===== src/hdl/vbde_pkg.sv =====
// Shared types and constants for the variable-byte posting delta encoder.
// No dependencies; imported by the controller, the datapath and the top level.
package vbde_pkg;

  localparam int unsigned DocWidth   = 31;
  localparam int unsigned CountWidth = 32;
  localparam int unsigned PosWidth   = 32;
  localparam int unsigned InDataWidth  = 96;
  localparam int unsigned OutDataWidth = 8;

  localparam logic [6:0] GroupMask = 7'h7f;
  localparam logic [7:0] ContBit   = 8'h80;

  typedef enum logic [1:0] {
    ST_IDLE,
    ST_DOC,
    ST_CNT,
    ST_POS
  } vbde_state_t;

  // Source for the varint shift register when the current varint ends.
  typedef enum logic [1:0] {
    LD_SHIFT,
    LD_COUNT,
    LD_DELTA
  } vbde_load_t;

  typedef struct packed {
    logic       accept;
    logic       emit;
    logic       last;
    vbde_load_t load;
  } vbde_cmd_t;

  typedef struct packed {
    logic more;      // value left in the shift register needs another byte
    logic cnt_multi; // latched count is above one
    logic out_free;  // output register can take a beat this cycle
  } vbde_status_t;

endpackage


===== src/hdl/vbde_ctrl.sv =====
// Controller state machine for the posting delta encoder.
// Depends on vbde_pkg; drives commands into vbde_dp from its status.
module vbde_ctrl (
  input  logic                  clk,
  input  logic                  rst,
  input  logic                  in_valid,
  input  logic                  in_first,
  input  vbde_pkg::vbde_status_t status,
  output logic                  in_ready,
  output vbde_pkg::vbde_cmd_t   cmd
);
  import vbde_pkg::*;

  vbde_state_t state, state_next;

  always_ff @(posedge clk) begin
    if (rst) begin
      state <= ST_IDLE;
    end else begin
      state <= state_next;
    end
  end

  always_comb begin
    state_next = state;
    unique case (state)
      ST_IDLE: begin
        if (in_valid) begin
          state_next = in_first ? ST_DOC : ST_POS;
        end
      end
      ST_DOC: begin
        if (status.out_free && !status.more) begin
          state_next = status.cnt_multi ? ST_CNT : ST_POS;
        end
      end
      ST_CNT: begin
        if (status.out_free && !status.more) begin
          state_next = ST_POS;
        end
      end
      ST_POS: begin
        if (status.out_free && !status.more) begin
          state_next = ST_IDLE;
        end
      end
      default: state_next = ST_IDLE;
    endcase
  end

  always_comb begin
    in_ready   = 1'b0;
    cmd.accept = 1'b0;
    cmd.emit   = 1'b0;
    cmd.last   = 1'b0;
    cmd.load   = LD_SHIFT;
    unique case (state)
      ST_IDLE: begin
        in_ready   = 1'b1;
        cmd.accept = in_valid;
      end
      ST_DOC: begin
        cmd.emit = status.out_free;
        if (!status.more) begin
          cmd.load = status.cnt_multi ? LD_COUNT : LD_DELTA;
        end
      end
      ST_CNT: begin
        cmd.emit = status.out_free;
        if (!status.more) begin
          cmd.load = LD_DELTA;
        end
      end
      ST_POS: begin
        cmd.emit = status.out_free;
        cmd.last = !status.more;
      end
      default: begin
        in_ready = 1'b0;
      end
    endcase
  end

endmodule


===== src/hdl/vbde_dp.sv =====
// Datapath for the posting delta encoder: input latches, previous position,
// varint shift register and the output register. Depends on vbde_pkg.
module vbde_dp (
  input  logic                                clk,
  input  logic                                rst,
  input  logic                                in_first,
  input  logic [vbde_pkg::DocWidth-1:0]       in_doc,
  input  logic [vbde_pkg::CountWidth-1:0]     in_count,
  input  logic [vbde_pkg::PosWidth-1:0]       in_pos,
  input  vbde_pkg::vbde_cmd_t                 cmd,
  output vbde_pkg::vbde_status_t              status,
  input  logic                                out_ready,
  output logic                                out_valid,
  output logic [vbde_pkg::OutDataWidth-1:0]   out_byte,
  output logic                                out_last
);
  import vbde_pkg::*;

  logic [PosWidth-1:0]   previous_position;
  logic [CountWidth-1:0] count;
  logic [PosWidth-1:0]   delta;
  logic [31:0]           shreg;
  logic [31:0]           head;
  logic [PosWidth-1:0]   delta_next;
  logic                  more;

  assign head       = {in_doc, (in_count == 32'd1)};
  assign delta_next = in_first ? in_pos : (in_pos - previous_position);
  assign more       = (shreg[31:7] != 25'd0);

  assign status.more      = more;
  assign status.cnt_multi = (count > 32'd1);
  assign status.out_free  = !out_valid || out_ready;

  always_ff @(posedge clk) begin
    if (rst) begin
      previous_position <= '0;
    end else if (cmd.accept) begin
      previous_position <= in_pos;
    end
  end

  always_ff @(posedge clk) begin
    if (cmd.accept) begin
      count <= in_count;
      delta <= delta_next;
      shreg <= in_first ? head : delta_next;
    end else if (cmd.emit) begin
      case (cmd.load)
        LD_COUNT: shreg <= count;
        LD_DELTA: shreg <= delta;
        default:  shreg <= {7'd0, shreg[31:7]};
      endcase
    end
  end

  always_ff @(posedge clk) begin
    if (rst) begin
      out_valid <= 1'b0;
    end else if (cmd.emit) begin
      out_valid <= 1'b1;
    end else if (out_ready) begin
      out_valid <= 1'b0;
    end
  end

  always_ff @(posedge clk) begin
    if (cmd.emit) begin
      out_byte <= (more ? ContBit : 8'h00) | {1'b0, shreg[6:0] & GroupMask};
      out_last <= cmd.last;
    end
  end

endmodule


===== src/hdl/posting_vbyte_delta_encoder.sv =====
// Variable-byte posting encoder with delta-coded positions (top level).
// An accepted beat loads the varint shift register; the item's first byte is then
// registered onto m_tdata. Throughput: one byte per cycle while m_tready does not
// stall; a new beat is taken only once the previous item's last byte is emitted.
// Reset: rst is synchronous and active high; it clears the state machine, the
// output valid and the previous position to zero. Depends on vbde_ctrl, vbde_dp.
module posting_vbyte_delta_encoder (
  input  logic                                 clk,
  input  logic                                 rst,
  input  logic                                 s_tvalid,
  output logic                                 s_tready,
  // Fields from bit 0: document_number[30:0], position_count[62:31],
  // position[94:63], zero pad [95].
  input  logic [vbde_pkg::InDataWidth-1:0]     s_tdata,
  // Fields from bit 0: first_of_posting.
  input  logic                                 s_tuser,
  output logic                                 m_tvalid,
  input  logic                                 m_tready,
  // Fields from bit 0: byte_out[7:0].
  output logic [vbde_pkg::OutDataWidth-1:0]    m_tdata,
  output logic                                 m_tlast
);
  import vbde_pkg::*;

  vbde_cmd_t    cmd;
  vbde_status_t status;

  vbde_ctrl u_ctrl (
    .clk      (clk),
    .rst      (rst),
    .in_valid (s_tvalid),
    .in_first (s_tuser),
    .status   (status),
    .in_ready (s_tready),
    .cmd      (cmd)
  );

  vbde_dp u_dp (
    .clk       (clk),
    .rst       (rst),
    .in_first  (s_tuser),
    .in_doc    (s_tdata[30:0]),
    .in_count  (s_tdata[62:31]),
    .in_pos    (s_tdata[94:63]),
    .cmd       (cmd),
    .status    (status),
    .out_ready (m_tready),
    .out_valid (m_tvalid),
    .out_byte  (m_tdata),
    .out_last  (m_tlast)
  );

  // An accepted beat always leaves the idle state for at least one byte.
  a_accept_busy: assert property (@(posedge clk) disable iff (rst)
    (s_tvalid && s_tready) |=> !s_tready)
    else $error("encoder took a beat but stayed ready");

  // The final byte of an item returns the controller to idle.
  a_last_idle: assert property (@(posedge clk) disable iff (rst)
    (cmd.emit && cmd.last) |=> s_tready)
    else $error("encoder not ready after the final byte");

  // A continuation byte is never the last byte of an item.
  a_last_no_cont: assert property (@(posedge clk) disable iff (rst)
    (m_tvalid && m_tlast) |-> !m_tdata[7])
    else $error("last byte carries a continuation bit");

  // Bytes are only produced while the output register can take them.
  a_emit_free: assert property (@(posedge clk) disable iff (rst)
    cmd.emit |-> (!m_tvalid || m_tready))
    else $error("byte produced over a stalled output");

endmodule


===== config.mk =====
export PLATFORM = sky130hd
export DESIGN_NAME = posting_vbyte_delta_encoder
export DESIGN_NICKNAME = d
export VERILOG_FILES = /design/src/hdl/vbde_pkg.sv /design/src/hdl/vbde_ctrl.sv /design/src/hdl/vbde_dp.sv /design/src/hdl/posting_vbyte_delta_encoder.sv
export SDC_FILE = /design/constraint.sdc
export NUM_CORES = 1
export LEC_CHECK = 0
export BUFFER_PORTS_ARGS = -buffer_cell sky130_fd_sc_hd__buf_2
export CORE_ASPECT_RATIO = 0.9
export CORE_MARGIN = 2
export CORE_UTILIZATION = 48
export CTS_BUF_LIST = sky130_fd_sc_hd__clkbuf_16
export DETAILED_ROUTE_END_ITERATION = 7
export PLACE_DENSITY = 0.74
export SYNTH_ARGS = -nofsm -noshare
export SYNTH_HDL_FRONTEND = slang
export SYNTH_HIERARCHICAL = 1
export SYNTH_SLANG_ARGS = --single-unit

===== constraint.sdc =====
create_clock -name clk -period 5.95 [get_ports clk]
set_input_delay 0.595 -clock clk [delete_from_list [all_inputs] [get_ports clk]]
set_output_delay 0.595 -clock clk [all_outputs]
set_load 0.01 [all_outputs]

==> out/qor.txt, run 1 <==
Final hold violations: 0
Max Slew Vio Count: 0
Number of synthesized register bits: 140
Crit path buf inv count: 2
Diode count: 0
Worst-Margin Slew: 1.073 ns
Largest fanout on the critical path: 52
Sink Count: 140
Detailed Routing Iterations Pass 1: 5
Via count: 6,560
DP HPWL: 14.55 mm
Skew-Pair Late Insertion Delay: 0.43 ns
I/O Buffers: 110
Initial DRC Count: 608
Wirelength per Cell: 18.36 um
Dpl cells: 1,090
Count leader, synth: nand2_1
Fin crit share: 61.91%
Post-synth EDFFs: 105
Largest net degree at the start of global routing: 89
Pwr/cell area: 407.0 nW/um2
Clk pin slew, worst setup/hold paths: 0.06 ns
Synth area leaders: edfxtp_1, dfxtp_1, ha_1
Relative slew slack: 28.48%
Core Box Area: 16,300 um2
IO Count: 112
Crit path capture type: flip-flop
Post-synth top cells: nand2_1, edfxtp_1, nor2_1
Number of global-route vias before repair: 6,026
Worst vdd ir: 0.2228 mV
Clk_skew: 0.006583 ns
Max Cap Viol: 0
Fin Setup TNS: 0 ns
Req. time, crit path: 6.12 ns
Layout filler cell count: 1,428
Vias per cell: 5.847
Critical-path cell list: or4_1, nor4_1, nand4_1, and4b_1, inv_1, ha_1, buf_4, or2_2, o21ai_0, a211o_1
Grt ovf: 0
Num rows: 44
Multi-input gate area: 3835 um2
Post-route ant nets: 0
Synth warn: 6
Initial core utilization: 49.52%
Share of Yosys cell area claimed by the top area cell type: 39.07%
Setup violations, final: 0
Post-cts gate resize count: 0
Worst path slowest cell: or4_1
Routed WL: 20.60 mm
Register area: 3854 um2
Crit path time final: 3.683 ns
Post-Syn Instances: 819
Sequential share of power: 43.5%
Die height: 127.0 um
Leak: 3.601 nW
Root Buffer: clkbuf_16
Cell area after synthesis: 8070 um2
First-pass GRT wire length: 32.21 mm
TritonCTS buffer count: 17
GRT Util Overall: 23.46%
Final Power: 3.767 mW
Part of the power in the clock network: 26.0%
Clk buf depth: 2
Worst Path Arrival: 3.86 ns
Critical Path Source Type: flip-flop
Async SR Flop Fraction: 0%
Main flop type after synthesis: edfxtp_1
Crit Path Category: flip-flop to flip-flop
Synth area leader: edfxtp_1
Die ar.: 17,870 um2
Layout cells sized above 1: 17.92%
Status: finished clean
Logic pwr share: 30.5%
CTS Hold Buffers Added: 0
Finished Layout Cells: 1,122
H-Tree Level Count: 4
Area grow syn2layout: 14.70%
Post-Syn Nets: 958
CTS tree: done
# DRC: 0
Fmax: 271.5 MHz
Gp weighted congestion: 0.8659
Synth cell types: 61
Mapped Avg Cell Area: 9.854 um2
Sequential share of the synthesized area: 47.75%
Die Wd: 140.7 um
Critical path's top delay family: simple AND/OR/NAND/NOR gates
RSZ-0062 raised after global routing: no
P_int: 2.489 mW
Fin nets: 1,041
Hold Path Class: primary input to flip-flop
Initial antenna violation count: 0
Post-CTS Setup Inserts: 0
P_sw: 1.279 mW
CP max stage delay: 0.54 ns
Sw Share: 33.94%
[worst paths after layout]
path                            startpoint                         end  slack (ns)  cells after the start
setup / recovery  u_dp/shreg[26]$_DFFE_PP_    u_dp/shreg[26]$_DFFE_PP_        2.27                     10
hold / removal                 s_tdata[62]    u_dp/count[31]$_DFFE_PP_        0.36                      1
setup reg to reg  u_dp/shreg[26]$_DFFE_PP_    u_dp/shreg[26]$_DFFE_PP_        2.27                     10
hold reg to reg    u_dp/shreg[1]$_DFFE_PP_  u_dp/out_byte[1]$_DFFE_PP_        0.42                      0
[per-layer routing]
metal	up-vias	part of all wire (%)	global-route usage, %
li1	3184	-	-
met1	3058	46	33.88
met2	290	44	35.15
met3	28	8.6	5.322
met4	0	1.8	7.765
met5	-	0	0
[flip-flops by register name, summed over array words and instances (netlist names)]
| register | cells |
|---|---|
| u_dp/count | 32 |
| u_dp/out_last | 1 |
| u_dp/out_byte | 8 |
| u_dp/out_valid | 1 |
| u_dp/delta | 32 |
| u_dp/shreg | 32 |
| u_ctrl/state | 2 |
| u_dp/previous_position | 32 |
[kinds of logic (layout without fill, tap and decap cells)]
logic type      count (synthesis)  count (layout)  share of synthesized area [%]
mux                            41              41                          5.116
fa+ha+maj                      38              38                          5.984
xor+xnor                       26              26                          2.822
compound gates                203             203                          18.25
buf+inv                        98             194                          4.759
flops                         140             140                          47.75
simple gates                  273             273                          15.32
[stage by stage]
| step | setup WS [ns] | utilization [%] | hold WS (ns) | area [um2] |
|---|---|---|---|---|
| after floorplan | 1.914 | - | 0.4003 | 8070 |
| after global placement | 2.273 | 53.51 | 0.4003 | 8720 |
| after detailed placement | 2.236 | 53.51 | 0.4045 | 8720 |
| after CTS | 2.305 | 56.80 | 0.3449 | 9256 |
| after global routing | 2.147 | 56.80 | 0.3483 | 9256 |
| final | 2.267 | 56.80 | 0.3607 | 9256 |
[layout by cell type, fill, tap and decap left out, drive strengths merged, types with 5 or more instances in the layout]
master  instances
ha             37
a31oi          22
nand3           6
o21a            7
xnor2          16
clkinv          9
a41oi           5
inv            48
buf           117
nor2b          10
or4             5
nor2           77
nand2         108
mux2i          39
nand2b          6
a22oi          32
xor2           10
nor3           14
a21o           22
a21oi          42
dfxtp          35
nor4           19
a211oi         23
o21ai          17
nand4          10
edfxtp        105
clkbuf         17
and3            7
[area by class of cell]
type,count,area share (%)
multi-input cells,581,41.43
repair buffers,117,6.515
clock inverters,15,1.203
well taps,207,2.798
inverters,45,1.825
clock buffers,17,4.596
flip-flops and latches,140,41.63
[power groups by stage]
| stage | Clock, mW | Sequential (mW) | Combinational [mW] |
|---|---|---|---|
| final | 0.980 | 1.64 | 1.15 |
| after floorplan | 0 | 1.60 | 0.835 |
| after detailed placement | 0 | 1.65 | 1.13 |
| after CTS | 0.995 | 1.63 | 1.14 |
| after global placement | 0 | 1.64 | 1.12 |
| after global routing | 1.04 | 1.66 | 1.27 |
(Power assumes the default switching activity.)
==> run 2, diff against run 1 <==
- PLACE_DENSITY: 0.74 -> 0.76
- clock period: 5.95 -> 3.15 ns (I/O delays scaled with it)
==> out/qor.txt, run 2 (synthesized netlist as in run 1, its figures left out) <==
Status: finished clean (unchanged)
Crit path time final: 3.064 ns (was 3.683 ns)
Clk buf depth: 2 (unchanged)
Finished Cell Area: 9903 um2 (was 9256 um2)
Initial antenna violation count: 0 (unchanged)
I/O Buffers: 110 (unchanged)
Number of global-route vias before repair: 6,341 (was 6,026)
Final hold violations: 0 (unchanged)
Logic pwr share: 31.8% (was 30.5%)
Fin crit share: 97.26% (was 61.91%)
Wirelength per Cell: 18.63 um (was 18.36 um)
Die ar.: 17,870 um2 (unchanged)
Commonest cells after routing, fill and taps aside: buf_2, nand2_1, edfxtp_1, nor2_1, inv_1 (unchanged)
Crit Path Category: flip-flop to flip-flop (unchanged)
DP HPWL: 15.09 mm (was 14.55 mm)
P_sw: 2.552 mW (was 1.279 mW)
Diode count: 0 (unchanged)
Setup ws final: 0.08644 ns (was 2.267 ns)
Gp weighted congestion: 0.8518 (was 0.8659)
Fin Setup TNS: 0 ns (unchanged)
Part of the power in the clock network: 27.0% (was 26.0%)
CTS tree: done (unchanged)
Clk pin slew, worst setup/hold paths: 0.06 ns (about the same)
Detailed Routing Iterations Pass 1: 5 (unchanged)
Pwr/cell area: 766.4 nW/um2 (was 407.0 nW/um2)
Initial core utilization: 49.52% (unchanged)
GRT Util Overall: 24.08% (was 23.46%)
TritonCTS buffer count: 17 (unchanged)
Critical Path Start: u_dp/count[29]$_DFFE_PP_ (was u_dp/shreg[26]$_DFFE_PP_)
Critical Path Source Type: flip-flop (unchanged)
Reg2reg start: u_dp/count[29]$_DFFE_PP_ (was u_dp/shreg[26]$_DFFE_PP_)
Fmax: 326.4 MHz (was 271.5 MHz)
Largest fanout on the critical path: 23 (was 52)
Cells on worst reg2reg path: 13 (was 10)
Worst vdd ir: 0.3602 mV (was 0.2228 mV)
Skew-Pair Late Insertion Delay: 0.42 ns (was 0.43 ns)
Worst-Margin Slew: 0.7539 ns (was 1.073 ns)
Vias per cell: 5.893 (was 5.847)
Hold path depth: 1 (unchanged)
DP Area: 8982 um2 (was 8720 um2)
Setup violations, final: 0 (unchanged)
Clk_skew: 0.008493 ns (was 0.006583 ns)
Setup WS pre-CTS: -0.07116 ns (was 2.236 ns)
Hold Path Class: primary input to flip-flop (unchanged)
Max Slew Vio Count: 0 (unchanged)
CTS Hold Buffers Added: 0 (unchanged)
Sequential share of power: 41.3% (was 43.5%)
Largest net degree at the start of global routing: 87 (was 89)
Area grow syn2layout: 22.71% (was 14.70%)
Relative slew slack: 49.74% (was 28.48%)
Die Wd: 140.7 um (unchanged)
Final Util: 60.77% (was 56.80%)
Layout cells sized above 1: 24.95% (was 17.92%)
Leak: 3.864 nW (was 3.601 nW)
Post-route ant nets: 0 (unchanged)
Max Cap Viol: 0 (unchanged)
Sw Share: 33.62% (was 33.94%)
P_int: 5.038 mW (was 2.489 mW)
Initial DRC Count: 661 (was 608)
Die height: 127.0 um (unchanged)
First-pass GRT wire length: 33.32 mm (was 32.21 mm)
Root Buffer: clkbuf_16 (unchanged)
Req. time, crit path: 3.29 ns (was 6.12 ns)
Fin nets: 1,080 (was 1,041)
Sink Count: 140 (unchanged)
H-Tree Level Count: 4 (unchanged)
Commonest non-fill, non-tap cell in the layout: buf_2 (unchanged)
Routed WL: 21.63 mm (was 20.60 mm)
Via count: 6,842 (was 6,560)
Num rows: 44 (unchanged)
Worst Path Arrival: 3.21 ns (was 3.86 ns)
# DRC: 0 (unchanged)
Grt ovf: 0 (unchanged)
Crit path capture type: flip-flop (unchanged)
Worst hold start: s_tdata[61] (was s_tdata[62])
IO Count: 112 (unchanged)
Core Box Area: 16,300 um2 (unchanged)
[run 2: cell types whose count changed in the layout (fill, tap and decap cells not counted), moves of 3 or more]
cell      change
buf_4        +32
a211oi_1     -15
a211oi_2     +15
ha_1          -5
buf_12        +4
ha_2          +4
a22oi_1       -3
a22oi_2       +3
nor4_1        -3
nor4_2        +3
o31ai_2       -3
o31ai_4       +3
[run 2: worst paths after layout]
kind | to | slack [ns]
worst max-delay path | u_dp/shreg[13]$_DFFE_PP_ | 0.09
worst min-delay path | u_dp/count[30]$_DFFE_PP_ | 0.08
worst max register to register | u_dp/shreg[13]$_DFFE_PP_ | 0.09
worst min register to register | u_dp/out_byte[4]$_DFFE_PP_ | 0.42
[run 2: per-stage QoR]
| step | power, mW | instances | hold WS, ns |
|---|---|---|---|
| 5_1_grt | 7.954 | 1161 | 0.06456 |
| 3_3_place_gp | 5.329 | 1120 | 0.4004 |
| 3_5_place_dp | 5.352 | 1120 | 0.4045 |
| 6_report | 7.590 | 1161 | 0.08418 |
| 4_1_cts | 7.434 | 1154 | 0.06522 |
| 2_1_floorplan | 4.602 | 819 | 0.3812 |
[run 2: worst max-delay path, cell delays in order (launching register included)]
cell and delay [ns]:
edfxtp_1 0.43, nor4_1 0.46, and4_1 0.27, nand4_1 0.13, inv_1 0.10, a21oi_1 0.08, nor3b_2 0.26, inv_1 0.08
ha_2 0.21, buf_12 0.17, a22oi_1 0.17, nor2_1 0.06, a211oi_1 0.27, a31oi_1 0.09
[run 2: per-layer routing]
layer | routed length [um] | track usage, % | share of wire [%]
met5 | 0 | 0 | 0
met3 | 2052 | 6.109 | 9.5
met4 | 476 | 7.765 | 2.2
met2 | 9637 | 36.50 | 45
met1 | 9460 | 34.10 | 44
[run 2: cell type report]
cell class,instances,area (um2)
fill,1320,6392
tap,207,259.0
clock buffer,17,425.4
timing repair buffer,156,970.9
multi-input combinational,581,4054
sequential,140,3854
inverter,45,168.9
clock inverter,15,171.4
[run 2: power by group through the flow]
stage                     Clock, mW  Combinational (mW)  Sequential, mW
final                          2.05                2.41            3.13
after global routing           2.14                2.64            3.18
after CTS                      2.07                2.27            3.10
after detailed placement          0                2.24            3.11
after global placement            0                2.22            3.11
after floorplan                   0                1.58            3.02
[run 2: what timing repair did]
item / in CTS / in global routing
gates cloned: 0 / 1
hold endpoints to repair: 0 / 0
pin swaps: 1 / 13
setup endpoints to repair: 15 / 36
gates resized for setup: 3 / 42
buffers inserted: 2 / 6
